`config.mk`:
```
export PLATFORM = sky130hd
export DESIGN_NAME = periodic_task_scheduler_top
export DESIGN_NICKNAME = d
export VERILOG_FILES = /design/src/rtl/pts_pkg.sv /design/src/rtl/pts_ram.sv /design/src/rtl/periodic_task_scheduler_top.sv
export SDC_FILE = /design/constraint.sdc
export NUM_CORES = 2
export LEC_CHECK = 0
export BUFFER_PORTS_ARGS = -buffer_cell sky130_fd_sc_hd__buf_2
export CAP_MARGIN = 20
export CELL_PAD_IN_SITES_DETAIL_PLACEMENT = 1
export CELL_PAD_IN_SITES_GLOBAL_PLACEMENT = 1
export CORE_MARGIN = 4
export CORE_UTILIZATION = 54
export DETAILED_ROUTE_END_ITERATION = 6
export PLACE_DENSITY = 0.77
export REMOVE_ABC_BUFFERS = 1
export SYNTH_ARGS = -nofsm -noshare
export SYNTH_HDL_FRONTEND = slang
export SYNTH_SLANG_ARGS = --single-unit
```
`constraint.sdc`:
```
create_clock -name i_clk -period 11.6 [get_ports i_clk]
set_clock_uncertainty 0.15 [all_clocks]
set_input_delay 2.9 -clock i_clk [delete_from_list [all_inputs] [get_ports i_clk]]
set_output_delay 2.9 -clock i_clk [all_outputs]
set_load 0.05 [all_outputs]
```
`src/rtl/pts_pkg.sv`:
```
// Shared constants, codes and payload types of the periodic task scheduler.
package pts_pkg;

    localparam int MAX_TASKS = 16;
    localparam int ID_W      = 4;
    localparam int ID_COUNT  = 1 << ID_W;
    localparam int TICK_W    = 32;
    localparam int POS_W     = (MAX_TASKS > 1) ? $clog2(MAX_TASKS) : 1;
    localparam int CNT_W     = $clog2(MAX_TASKS + 1);

    localparam logic [2:0] OP_TICK    = 3'd0;
    localparam logic [2:0] OP_REG     = 3'd1;
    localparam logic [2:0] OP_UNREG   = 3'd2;
    localparam logic [2:0] OP_SET_EN  = 3'd3;
    localparam logic [2:0] OP_SET_PER = 3'd4;

    localparam logic [1:0] K_STATUS = 2'd0;
    localparam logic [1:0] K_FIRED  = 2'd1;
    localparam logic [1:0] K_END    = 2'd2;

    localparam logic [1:0] ST_OK        = 2'd0;
    localparam logic [1:0] ST_NOT_FOUND = 2'd1;
    localparam logic [1:0] ST_FULL      = 2'd2;

    typedef struct packed {
        logic [2:0]        opcode;
        logic [ID_W-1:0]   task_id;
        logic [TICK_W-1:0] period;
        logic              enable;
        logic [TICK_W-1:0] tick_now;
    } t_req;

    typedef struct packed {
        logic [1:0]        kind;
        logic [ID_W-1:0]   fired_task;
        logic [TICK_W-1:0] lateness;
        logic [1:0]        status;
        logic              last;
    } t_res;

    typedef struct packed {
        logic              enable;
        logic [TICK_W-1:0] period;
        logic [TICK_W-1:0] last_fire;
    } t_task;

    typedef enum logic [1:0] {
        S_IDLE,
        S_UPDATE,
        S_UNREG,
        S_TICK
    } t_state;

endpackage

```
`src/rtl/pts_ram.sv`:
```
// Simple dual-port RAM with one write port and one registered read port.
module pts_ram #(
    parameter int WIDTH = 8,
    parameter int DEPTH = 16
) (
    input  logic                                       i_clk,
    input  logic                                       i_we,
    input  logic [((DEPTH > 1) ? $clog2(DEPTH) : 1)-1:0] i_waddr,
    input  logic [WIDTH-1:0]                           i_wdata,
    input  logic [((DEPTH > 1) ? $clog2(DEPTH) : 1)-1:0] i_raddr,
    output logic [WIDTH-1:0]                           o_rdata
);

    logic [WIDTH-1:0] r_mem [DEPTH];
    logic [WIDTH-1:0] r_rdata;

    always_ff @(posedge i_clk) begin
        if (i_we) begin
            r_mem[i_waddr] <= i_wdata;
        end
    end

    always_ff @(posedge i_clk) begin
        r_rdata <= r_mem[i_raddr];
    end

    assign o_rdata = r_rdata;

endmodule

```
`src/rtl/periodic_task_scheduler_top.sv`:
```
// Top level of the periodic task scheduler: control sequencer around two task memories.
//
//  channel   direction  handshake                    payload
//  request   in         start high while busy low    i_req   (pts_pkg::t_req)
//  result    out        o_res_valid, one cycle       o_res   (pts_pkg::t_res)
//  config    in         i_cfg_valid and o_cfg_ready  i_cfg_data (first_only)
//
// Status requests answer in the cycle after acceptance; register of a known task, set_enable
// and set_period read the task entry in idle, then write it back in the update state.
// Unregister makes one order-memory read per cycle while later
// entries move up one place. A tick makes one order-memory read per cycle, feeding a read,
// elapsed, compare-and-write path of three stages.
// Reset empties the table at once through the presence bits; no memory clearing pass.
// Results cannot be stalled; busy stays high until the final result has been registered.
module periodic_task_scheduler_top (
    input  logic          i_clk,
    input  logic          i_rst_n,
    input  logic          start,
    output logic          busy,
    input  pts_pkg::t_req i_req,
    output logic          o_res_valid,
    output pts_pkg::t_res o_res,
    input  logic          i_cfg_valid,
    output logic          o_cfg_ready,
    input  logic          i_cfg_data
);

    pts_pkg::t_state r_state, n_state;
    pts_pkg::t_req   r_req, n_req;
    logic [pts_pkg::CNT_W-1:0]    r_count, n_count;
    logic [pts_pkg::ID_COUNT-1:0] r_present, n_present;
    logic                         r_first_only;
    logic [pts_pkg::CNT_W-1:0]    r_idx, n_idx;
    logic                         r_s1_v, n_s1_v;
    logic [pts_pkg::POS_W-1:0]    r_s1_pos, n_s1_pos;
    logic                         r_found, n_found;
    logic                         r_s2_v, n_s2_v;
    logic [pts_pkg::ID_W-1:0]     r_s2_id, n_s2_id;
    logic                         r_s3_v, n_s3_v;
    logic [pts_pkg::ID_W-1:0]     r_s3_id, n_s3_id;
    pts_pkg::t_task               r_s3_task, n_s3_task;
    logic [pts_pkg::TICK_W-1:0]   r_s3_el, n_s3_el;
    logic                         r_stop, n_stop;
    logic                         r_res_valid, n_res_valid;
    pts_pkg::t_res                r_res, n_res;

    logic                         ord_we;
    logic [pts_pkg::POS_W-1:0]    ord_waddr;
    logic [pts_pkg::ID_W-1:0]     ord_wdata;
    logic [pts_pkg::POS_W-1:0]    ord_raddr;
    logic [pts_pkg::ID_W-1:0]     ord_rdata;
    logic                         tsk_we;
    logic [pts_pkg::ID_W-1:0]     tsk_waddr;
    pts_pkg::t_task               tsk_wdata;
    logic [pts_pkg::ID_W-1:0]     tsk_raddr;
    pts_pkg::t_task               tsk_rdata;
    logic [$bits(pts_pkg::t_task)-1:0] tsk_rbits;

    logic                         full;
    logic [pts_pkg::TICK_W:0]     diff;
    logic                         fire;

    // Registration order, one task identity per entry.
    pts_ram #(
        .WIDTH(pts_pkg::ID_W),
        .DEPTH(pts_pkg::MAX_TASKS)
    ) u_order (
        .i_clk  (i_clk),
        .i_we   (ord_we),
        .i_waddr(ord_waddr),
        .i_wdata(ord_wdata),
        .i_raddr(ord_raddr),
        .o_rdata(ord_rdata)
    );

    // Per-task period, enable and last-fire time, addressed by identity.
    pts_ram #(
        .WIDTH($bits(pts_pkg::t_task)),
        .DEPTH(pts_pkg::ID_COUNT)
    ) u_tasks (
        .i_clk  (i_clk),
        .i_we   (tsk_we),
        .i_waddr(tsk_waddr),
        .i_wdata(tsk_wdata),
        .i_raddr(tsk_raddr),
        .o_rdata(tsk_rbits)
    );

    assign tsk_rdata   = pts_pkg::t_task'(tsk_rbits);
    assign full        = (r_count >= pts_pkg::CNT_W'(pts_pkg::MAX_TASKS));
    assign diff        = {1'b0, r_s3_el} - {1'b0, r_s3_task.period};
    assign fire        = r_s3_v && !diff[pts_pkg::TICK_W];

    assign busy        = (r_state != pts_pkg::S_IDLE);
    assign o_cfg_ready = (r_state == pts_pkg::S_IDLE);
    assign o_res_valid = r_res_valid;
    assign o_res       = r_res;

    always_ff @(posedge i_clk) begin
        if (!i_rst_n) begin
            r_state      <= pts_pkg::S_IDLE;
            r_count      <= '0;
            r_present    <= '0;
            r_first_only <= 1'b0;
            r_s1_v       <= 1'b0;
            r_s2_v       <= 1'b0;
            r_s3_v       <= 1'b0;
            r_stop       <= 1'b0;
            r_found      <= 1'b0;
            r_idx        <= '0;
            r_res_valid  <= 1'b0;
        end else begin
            r_state     <= n_state;
            r_count     <= n_count;
            r_present   <= n_present;
            r_s1_v      <= n_s1_v;
            r_s2_v      <= n_s2_v;
            r_s3_v      <= n_s3_v;
            r_stop      <= n_stop;
            r_found     <= n_found;
            r_idx       <= n_idx;
            r_res_valid <= n_res_valid;
            if (i_cfg_valid && o_cfg_ready) begin
                r_first_only <= i_cfg_data;
            end
        end
    end

    always_ff @(posedge i_clk) begin
        r_req     <= n_req;
        r_s1_pos  <= n_s1_pos;
        r_s2_id   <= n_s2_id;
        r_s3_id   <= n_s3_id;
        r_s3_task <= n_s3_task;
        r_s3_el   <= n_s3_el;
        r_res     <= n_res;
    end

    always_comb begin
        n_state     = r_state;
        n_req       = r_req;
        n_count     = r_count;
        n_present   = r_present;
        n_idx       = r_idx;
        n_s1_v      = r_s1_v;
        n_s1_pos    = r_s1_pos;
        n_found     = r_found;
        n_s2_v      = r_s2_v;
        n_s2_id     = r_s2_id;
        n_s3_v      = r_s3_v;
        n_s3_id     = r_s3_id;
        n_s3_task   = r_s3_task;
        n_s3_el     = r_s3_el;
        n_stop      = r_stop;
        n_res_valid = 1'b0;
        n_res       = r_res;

        ord_we    = 1'b0;
        ord_waddr = r_count[pts_pkg::POS_W-1:0];
        ord_wdata = r_req.task_id;
        ord_raddr = r_idx[pts_pkg::POS_W-1:0];
        tsk_we    = 1'b0;
        tsk_waddr = r_req.task_id;
        tsk_wdata = tsk_rdata;
        tsk_raddr = ord_rdata;

        unique case (r_state)
            pts_pkg::S_IDLE: begin
                // Read the named entry now so an update can merge it next cycle.
                tsk_raddr = i_req.task_id;
                if (start) begin
                    n_req = i_req;
                    n_res = '{kind: pts_pkg::K_STATUS, fired_task: '0, lateness: '0,
                              status: pts_pkg::ST_OK, last: 1'b1};
                    unique case (i_req.opcode)
                        pts_pkg::OP_TICK: begin
                            n_state = pts_pkg::S_TICK;
                            n_idx   = '0;
                            n_stop  = 1'b0;
                            n_s1_v  = 1'b0;
                            n_s2_v  = 1'b0;
                            n_s3_v  = 1'b0;
                        end
                        pts_pkg::OP_REG: begin
                            if (r_present[i_req.task_id]) begin
                                n_state = pts_pkg::S_UPDATE;
                            end else if (full) begin
                                n_res.status = pts_pkg::ST_FULL;
                                n_res_valid  = 1'b1;
                            end else begin
                                ord_we    = 1'b1;
                                ord_wdata = i_req.task_id;
                                tsk_we    = 1'b1;
                                tsk_waddr = i_req.task_id;
                                tsk_wdata = '{enable: i_req.enable, period: i_req.period,
                                              last_fire: '0};
                                n_count   = r_count + 1'b1;
                                n_present[i_req.task_id] = 1'b1;
                                n_res_valid = 1'b1;
                            end
                        end
                        pts_pkg::OP_UNREG: begin
                            if (r_present[i_req.task_id]) begin
                                n_state = pts_pkg::S_UNREG;
                                n_idx   = '0;
                                n_found = 1'b0;
                                n_s1_v  = 1'b0;
                            end else begin
                                n_res.status = pts_pkg::ST_NOT_FOUND;
                                n_res_valid  = 1'b1;
                            end
                        end
                        pts_pkg::OP_SET_EN, pts_pkg::OP_SET_PER: begin
                            if (r_present[i_req.task_id]) begin
                                n_state = pts_pkg::S_UPDATE;
                            end else begin
                                n_res.status = pts_pkg::ST_NOT_FOUND;
                                n_res_valid  = 1'b1;
                            end
                        end
                        default: begin
                            n_res_valid = 1'b1;
                        end
                    endcase
                end
            end

            pts_pkg::S_UPDATE: begin
                tsk_we = 1'b1;
                case (r_req.opcode)
                    pts_pkg::OP_REG: begin
                        tsk_wdata.enable = r_req.enable;
                        tsk_wdata.period = r_req.period;
                    end
                    pts_pkg::OP_SET_EN: begin
                        tsk_wdata.enable = r_req.enable;
                    end
                    default: begin
                        tsk_wdata.period = r_req.period;
                    end
                endcase
                n_res = '{kind: pts_pkg::K_STATUS, fired_task: '0, lateness: '0,
                          status: pts_pkg::ST_OK, last: 1'b1};
                n_res_valid = 1'b1;
                n_state     = pts_pkg::S_IDLE;
            end

            pts_pkg::S_UNREG: begin
                // Once the task is found, each later entry is written one place up.
                if (r_s1_v) begin
                    if (r_found) begin
                        ord_we    = 1'b1;
                        ord_waddr = r_s1_pos - 1'b1;
                        ord_wdata = ord_rdata;
                    end else if (ord_rdata == r_req.task_id) begin
                        n_found = 1'b1;
                    end
                end
                if (r_idx < r_count) begin
                    n_idx    = r_idx + 1'b1;
                    n_s1_v   = 1'b1;
                    n_s1_pos = r_idx[pts_pkg::POS_W-1:0];
                end else begin
                    n_s1_v = 1'b0;
                    if (!r_s1_v) begin
                        n_count = r_count - 1'b1;
                        n_present[r_req.task_id] = 1'b0;
                        n_res = '{kind: pts_pkg::K_STATUS, fired_task: '0, lateness: '0,
                                  status: pts_pkg::ST_OK, last: 1'b1};
                        n_res_valid = 1'b1;
                        n_state     = pts_pkg::S_IDLE;
                    end
                end
            end

            pts_pkg::S_TICK: begin
                // Identities in the order list are distinct, so the last-fire write
                // never targets the entry being read and needs no forwarding.
                n_s2_v  = r_s1_v && r_present[ord_rdata];
                n_s2_id = ord_rdata;

                n_s3_v    = r_s2_v && tsk_rdata.enable;
                n_s3_id   = r_s2_id;
                n_s3_task = tsk_rdata;
                n_s3_el   = r_req.tick_now - tsk_rdata.last_fire;

                if (r_idx < r_count && !r_stop) begin
                    n_idx  = r_idx + 1'b1;
                    n_s1_v = 1'b1;
                end else begin
                    n_s1_v = 1'b0;
                end

                if (fire) begin
                    tsk_we    = 1'b1;
                    tsk_waddr = r_s3_id;
                    tsk_wdata = '{enable: r_s3_task.enable, period: r_s3_task.period,
                                  last_fire: r_req.tick_now};
                    n_res = '{kind: pts_pkg::K_FIRED, fired_task: r_s3_id,
                              lateness: diff[pts_pkg::TICK_W-1:0],
                              status: pts_pkg::ST_OK, last: 1'b0};
                    n_res_valid = 1'b1;
                    if (r_first_only) begin
                        n_stop = 1'b1;
                        n_s1_v = 1'b0;
                        n_s2_v = 1'b0;
                        n_s3_v = 1'b0;
                    end
                end

                if ((r_stop || r_idx >= r_count) && !r_s1_v && !r_s2_v && !r_s3_v) begin
                    n_res = '{kind: pts_pkg::K_END, fired_task: '0, lateness: '0,
                              status: pts_pkg::ST_OK, last: 1'b1};
                    n_res_valid = 1'b1;
                    n_state     = pts_pkg::S_IDLE;
                end
            end

            default: begin
                n_state = pts_pkg::S_IDLE;
            end
        endcase
    end

`ifndef SYNTHESIS
    a_count_matches_present: assert property (@(posedge i_clk) disable iff (!i_rst_n)
        pts_pkg::CNT_W'($countones(r_present)) == r_count)
        else $error("task count disagrees with presence bits");

    a_count_in_range: assert property (@(posedge i_clk) disable iff (!i_rst_n)
        r_count <= pts_pkg::CNT_W'(pts_pkg::MAX_TASKS))
        else $error("task count beyond table size");

    a_fired_not_last: assert property (@(posedge i_clk) disable iff (!i_rst_n)
        (o_res_valid && o_res.kind == pts_pkg::K_FIRED) |-> !o_res.last)
        else $error("fired result marked as final");

    a_first_only_ends: assert property (@(posedge i_clk) disable iff (!i_rst_n)
        (o_res_valid && o_res.kind == pts_pkg::K_FIRED && r_first_only)
        |=> (o_res_valid && o_res.kind == pts_pkg::K_END))
        else $error("walk did not end after first firing");

    a_idle_after_last: assert property (@(posedge i_clk) disable iff (!i_rst_n)
        (o_res_valid && o_res.last) |-> !busy)
        else $error("still busy after final result");
`endif

endmodule
```
* After elaboration in Yosys (flattened, before gate mapping)
Memory sizes are Yosys's and may differ from the RTL's. A register that Yosys moved wholly into a read port is not among the register bits.
Index checks and enable logic that the tools add are counted.
** Operators by class
- Add/sub/neg operators :: 6
- Order comparisons :: 8
- Equal/unequal tests :: 30
- Multiplexer cells :: 113
- Bitwise logic cells :: 3
- Reductions and logical operators :: 36
** Operators with widths (count)
- $mux W65 :: 5
- $mux W41 :: 5
- $pmux W41 S4 :: 1
- $pmux W33 S3 :: 1
- $mux W16 :: 6
- $pmux W32 S2 :: 1
- $mux W5 :: 10
- $mux W4 :: 11
- $mux W1 :: 41
- $sub A32 B32 Y33 :: 1
- $mux W32 :: 1
- $pmux W16 S2 :: 1
- $sub A32 B32 Y32 :: 1
- $ne A2 B2 Y1 const B :: 11
- $pmux W5 S2 :: 2
- $and A16 B16 Y16 :: 1
- $mux W2 :: 8
- $not A16 Y16 :: 1
- $or A16 B16 Y16 :: 1
- $pmux W4 S2 :: 2
- $lt A4 B5 Y1 const B :: 3
- $pmux W5 S3 :: 1
- $pmux W1 S2 :: 7
- $reduce_and A7 Y1 :: 2
- 40 further kinds :: 72
** Storage, ports and cells
- Register bits :: 225
- Memory bits (writable) :: 1104
- Word-level logic and storage cells :: 225
- Memories kept :: 2
** Memories
- u_tasks.r_mem :: depth 16, bits a word 65, rd ports 1, clocked after memory_dff 1, write ports 1, line pts_ram.sv:14 : logic [WIDTH-1:0] r_mem [DEPTH];
- u_order.r_mem :: depth 16, bits a word 4, rd ports 1, clocked after memory_dff 1, write ports 1, line pts_ram.sv:14

* Longest topological paths before layout
- Depth in word-level cells :: 10
- Depth in mapped cells :: 15
- Mapped depth without buffers :: 13

* By module
A second synthesis with hierarchy kept.
** Unflattened totals
- Cells, all modules :: 3054
- Area total of the unflattened synthesis :: 56073.8 um^2
** Modules (own cells, without submodules)
- pts_ram (u_tasks) :: instances 1, cells an instance 1673, area an instance 40243.6 um^2, sequential area each 32531.2 um^2
- periodic_task_scheduler_top :: instances 1, cells an instance 1251, area an instance 13163.9 um^2, sequential area each 6406.1 um^2
- pts_ram (u_order) :: instances 1, cells an instance 130, area an instance 2666.3 um^2, sequential area each 2001.9 um^2

* Least setup slack after synthesis
OpenSTA, ideal clock, no wires.
- Path type :: input-to-reg
- Start point :: input i_req[65] in the netlist's numbering
- End point :: memory u_tasks.r_mem[10][0] in the netlist's numbering, enable pin
- Library setup time :: 0.568 ns
- Arrival time :: 9.782 ns
- Slack :: 1.100 ns
- Cell stages on the path :: 10
- Path buffers :: 2
- Cells stage by stage :: buf_6 > mux4_2 > mux4_2 > nand2b_2 > nor3_1 > a221oi_2 > o211ai_1 > or3b_1 > clkbuf_1 > nor3_1
** On the way
- Cells in the longest elaborated chain, start to end :: 8
- Elaborated cells on any way between the ends :: 13
- Classes of those cells :: mux (13)
** Ends and longest elaborated chain
- from (decl) :: line periodic_task_scheduler_top.sv:20 : input pts_pkg::t_req i_req,
- $bmux W1 S4 :: line periodic_task_scheduler_top.sv:185 : if (r_present[i_req.task_id]) begin
- $mux W1 (implied by the code) :: line periodic_task_scheduler_top.sv:185
- $mux W1 :: line periodic_task_scheduler_top.sv:185
- $mux W1 :: line periodic_task_scheduler_top.sv:175 : unique case (i_req.opcode)
- $mux W1 :: line periodic_task_scheduler_top.sv:171 : if (start) begin
- $pmux W1 S3 :: line periodic_task_scheduler_top.sv:167 : unique case (r_state)
- $mux W1 :: line pts_ram.sv:18 : if (i_we) begin
- $mux W1 (implied by the code) :: line pts_ram.sv:19 : r_mem[i_waddr] <= i_wdata;
- to (decl) :: line pts_ram.sv:14
Parallel ways exist; a longest one is shown, timed or not. The select of a mux whose other input is x is not followed.

* Final worst setup path
- Start point :: input i_req[65] in the netlist's numbering
- End point :: memory u_tasks.r_mem[1][1] in the netlist's numbering, enable pin
Same word-level chain as after synthesis.

==> impl_metrics.py <==
metrics = {
    "logic_synthesis": {
        "post_synth_inst_count": 3273,
        "synth_flop_cell": "edfxtp_1",
        "synth.top_cell.area_share": 0.683,
        "ys_types": 71,
        "yosysSeqAreaShare": 0.720,
        "syn-cell-area_um2": 56900,
        "synth-edff-count": 1294,
        "syn_area_per_cell_um2": 17.4,
        "synth.area.top_cells": "edfxtp_1 68%, mux4_2 11%, dfxtp_1 3.7%",
        "synth-seq-cells": 1398,
        "yosysWarnings": 0,
        "synth_async_sr_flop_share": 0,
        "synth_area_leader_cell": "edfxtp_1",
    },
    "grt": {
        "overflow": 0,
        "grt_first_pass_wirelength_mm": 238,
        "antenna_found_initial": 4,
        "grt_pass1_vias": 35100,
        "grt_max_degree": 139,
        "grtUsageTotal": 0.292,
    },
    "sta": {
        "fin_crit_sh": 0.644,
        "rsz0062_at_grt": "no",
        "slew-limit-headroom": 0.224,
        "max_freq_mhz": 134,
        "timing.final.ws_setup_ns": 4.13,
        "finalHoldViolCount": 0,
        "fin_crit_ns": 7.47,
        "maxSlewViolCount": 0,
        "setup_viol": 0,
        "tightest_slew_ns": 1.16,
    },
    "die": {
        "num_rows": 118,
        "dieArea_um2": 111000,
        "die_w_um": 333,
        "die_y_um": 333,
        "start_util": 0.547,
        "io_pins": 121,
        "coreArea_um2": 104000,
    },
    "routing": {
        "vias_per_cell": 6.62,
        "drtIter0Drc": 3853,
        "postRouteAntennaNets": 0,
        "wirelength_mm": 162,
        "route.vias.total": 32800,
        "detail_route.wl_per_cell_um": 32.7,
        "drc": 0,
        "dr.pass1.iters": 6,
    },
    "pwr": {
        "p_int_w": 0.0104,
        "netSwitchingPower_w": 0.00442,
        "power_density_nw_per_um2": 231,
        "ir_worst_vdd_v": 0.000137,
        "p_clk_frac": 0.325,
        "switching_share": 0.297,
        "comb_power_share": 0.221,
        "seqPwrFrac": 0.455,
        "p_leak_nw": 21.7,
    },
    "cts": {
        "insertion_delay_ns": 0.76,
        "cts-root-buf": "clkbuf_16",
        "clock-sinks": 1398,
        "cts_hold_repair.buffers": 0,
        "postCtsSetupBuffers": 0,
        "path_clk_slew_ns": 0.06,
        "cts_resized": 0,
        "cts_buffer_depth": 3,
        "cts_tree": "yes",
        "numCtsBuffers": 146,
        "h-tree-depth": 4,
    },
    "critical_path": {
        "critical_path_class": "input port to register",
        "critPathCaptureType": "register",
        "path_max_fanout": 35,
        "crit_required_ns": 11.83,
        "critPathLaunchType": "input port",
        "crit_arrival_ns": 7.70,
    },
    "placement": {
        "dp_hpwl_mm": 93.0,
        "dp_slack_ns": 3.47,
        "placed_cell_area_um2": 59300,
        "portBuffers": 120,
        "dp_cells": 4660,
        "gp_congestion": 0.830,
    },
    "run": {
        "max_cap_violations": 0,
    },
    "worst_hold_path": {
        "hold_class": "register to register",
    },
    "layout": {
        "nFillCells": 9004,
        "antenna_cells": 0,
        "num-nets-final": 3610,
        "post-route-util": 0.619,
        "area_growth_pct": 13.3,
        "finish.instance_area_um2": 64400,
        "drive_above_1_share": 0.215,
        "fin_cells": 4957,
    },
    "run_status": {
        "status": "completed",
    },
}
worst max-delay path, cell delays in order:
cell,delay (ns)
buf_2,0.33
mux4_2,0.57
mux4_2,0.58
nor2_2,0.26
nor2_2,0.12
or2_1,0.27
a22o_1,0.19
a311oi_1,0.53
nand2b_1,0.33
nor3_2,0.22
buf_4,0.67
buf_4,0.71
per-layer routing:
| metal | track usage | routed length (um) |
|---|---|---|
| met2 | 0.485 | 80700 |
| met5 | 0 | 0 |
| met4 | 0.109 | 5980 |
| met3 | 0.0484 | 13300 |
| met1 | 0.394 | 61900 |
synthesized netlist by cell type, types with 10 or more instances:
cell / instances
edfxtp_1: 1294
a21oi_1: 108
and3_1: 10
a221oi_1: 34
buf_2: 13
a31oi_1: 74
a221o_1: 38
a22o_1: 35
clkbuf_1: 135
xnor2_1: 43
nand2_1: 233
dfxtp_1: 104
inv_1: 131
o21ai_0: 83
a21o_1: 24
nand2b_1: 18
ha_1: 77
o21a_1: 15
and2_1: 81
nor3_1: 38
mux4_2: 290
buf_1: 24
nor2_1: 95
nand3_1: 26
a21boi_0: 16
xor2_1: 21
a211oi_1: 73
nor2b_1: 15
nand4_1: 11
metrics by stage:
| step | hold slack, ns | TNS, ns | total power (W) |
|---|---|---|---|
| floorplan | 0.250 | -1108.80 | 0.00951 |
| global placement | 0.253 | 0 | 0.00974 |
| detailed placement | 0.256 | 0 | 0.00999 |
| CTS | 0.270 | 0 | 0.0148 |
| global route | 0.281 | 0 | 0.0154 |
| finish | 0.274 | 0 | 0.0149 |
placed cells by master, fill, tap and decap left out, types with 73 or more instances in the layout:
cell       Yosys  layout
ha_1          77      74
dfxtp_1      104     104
buf_4          0      79
buf_2         13     120
clkbuf_16      0     147
nand2_1      233     232
edfxtp_1    1294    1294
mux4_2       290     290
inv_1        131     131
o21ai_0       83      83
a211oi_1      73      73
a31oi_1       74      74
a21oi_1      108     107
nor2_1        95      93
and2_1        81      81
power groups by stage:
stage,sequential (W),combinational (W),clock [W]
after detailed placement,0.00687,0.00313,0
final,0.00676,0.00328,0.00482
after global placement,0.00683,0.00291,0
after floorplan,0.00690,0.00261,0
after CTS,0.00677,0.00317,0.00488
after global routing,0.00678,0.00352,0.00512
cell type report:
cell class,instances,area (um^2),area share
clock buffers,189,3950,0.0612
clock inverters,83,1010,0.0157
inverters,133,499,0.00775
multi-input cells,1569,15000,0.233
flip-flops and latches,1398,40900,0.635
well taps,1380,1730,0.0268
repair buffers,205,1310,0.0203
path summary, 6_finish.rpt:
path | start | to | slack [ns] | cells after the start
worst max-delay path | i_req[65] | u_tasks.r_mem[1][1]$_DFFE_PP_ | 4.13 | 12
worst min-delay path | r_s2_id[3]$_DFFE_PP_ | r_s3_id[3]$_DFFE_PP_ | 0.27 | 0
worst max register to register | r_s3_el[0]$_DFFE_PP_ | u_tasks.r_mem[1][1]$_DFFE_PP_ | 4.80 | 15
worst min register to register | r_s2_id[3]$_DFFE_PP_ | r_s3_id[3]$_DFFE_PP_ | 0.27 | 0
kinds of logic after synthesis:
group	synth area share
AO/OA/AOI/OAI	0.0683
AND/OR/NAND/NOR	0.0476
adder cells (fa/ha/maj)	0.0180
flip-flops	0.720
XOR/XNOR	0.00985
multiplexers	0.116
buffers and inverters	0.0206
registers in the layout (all words and copies together), names as in the netlist, 5 cells and up:
signal           flops
r_req               72
r_present           16
o_res               41
u_tasks.o_rdata     65
u_order.r_mem       64
r_s3_el             32
r_s3_task           33
r_count              5
r_idx                5
u_tasks.r_mem     1040
Power figures use the tool's default switching activity.
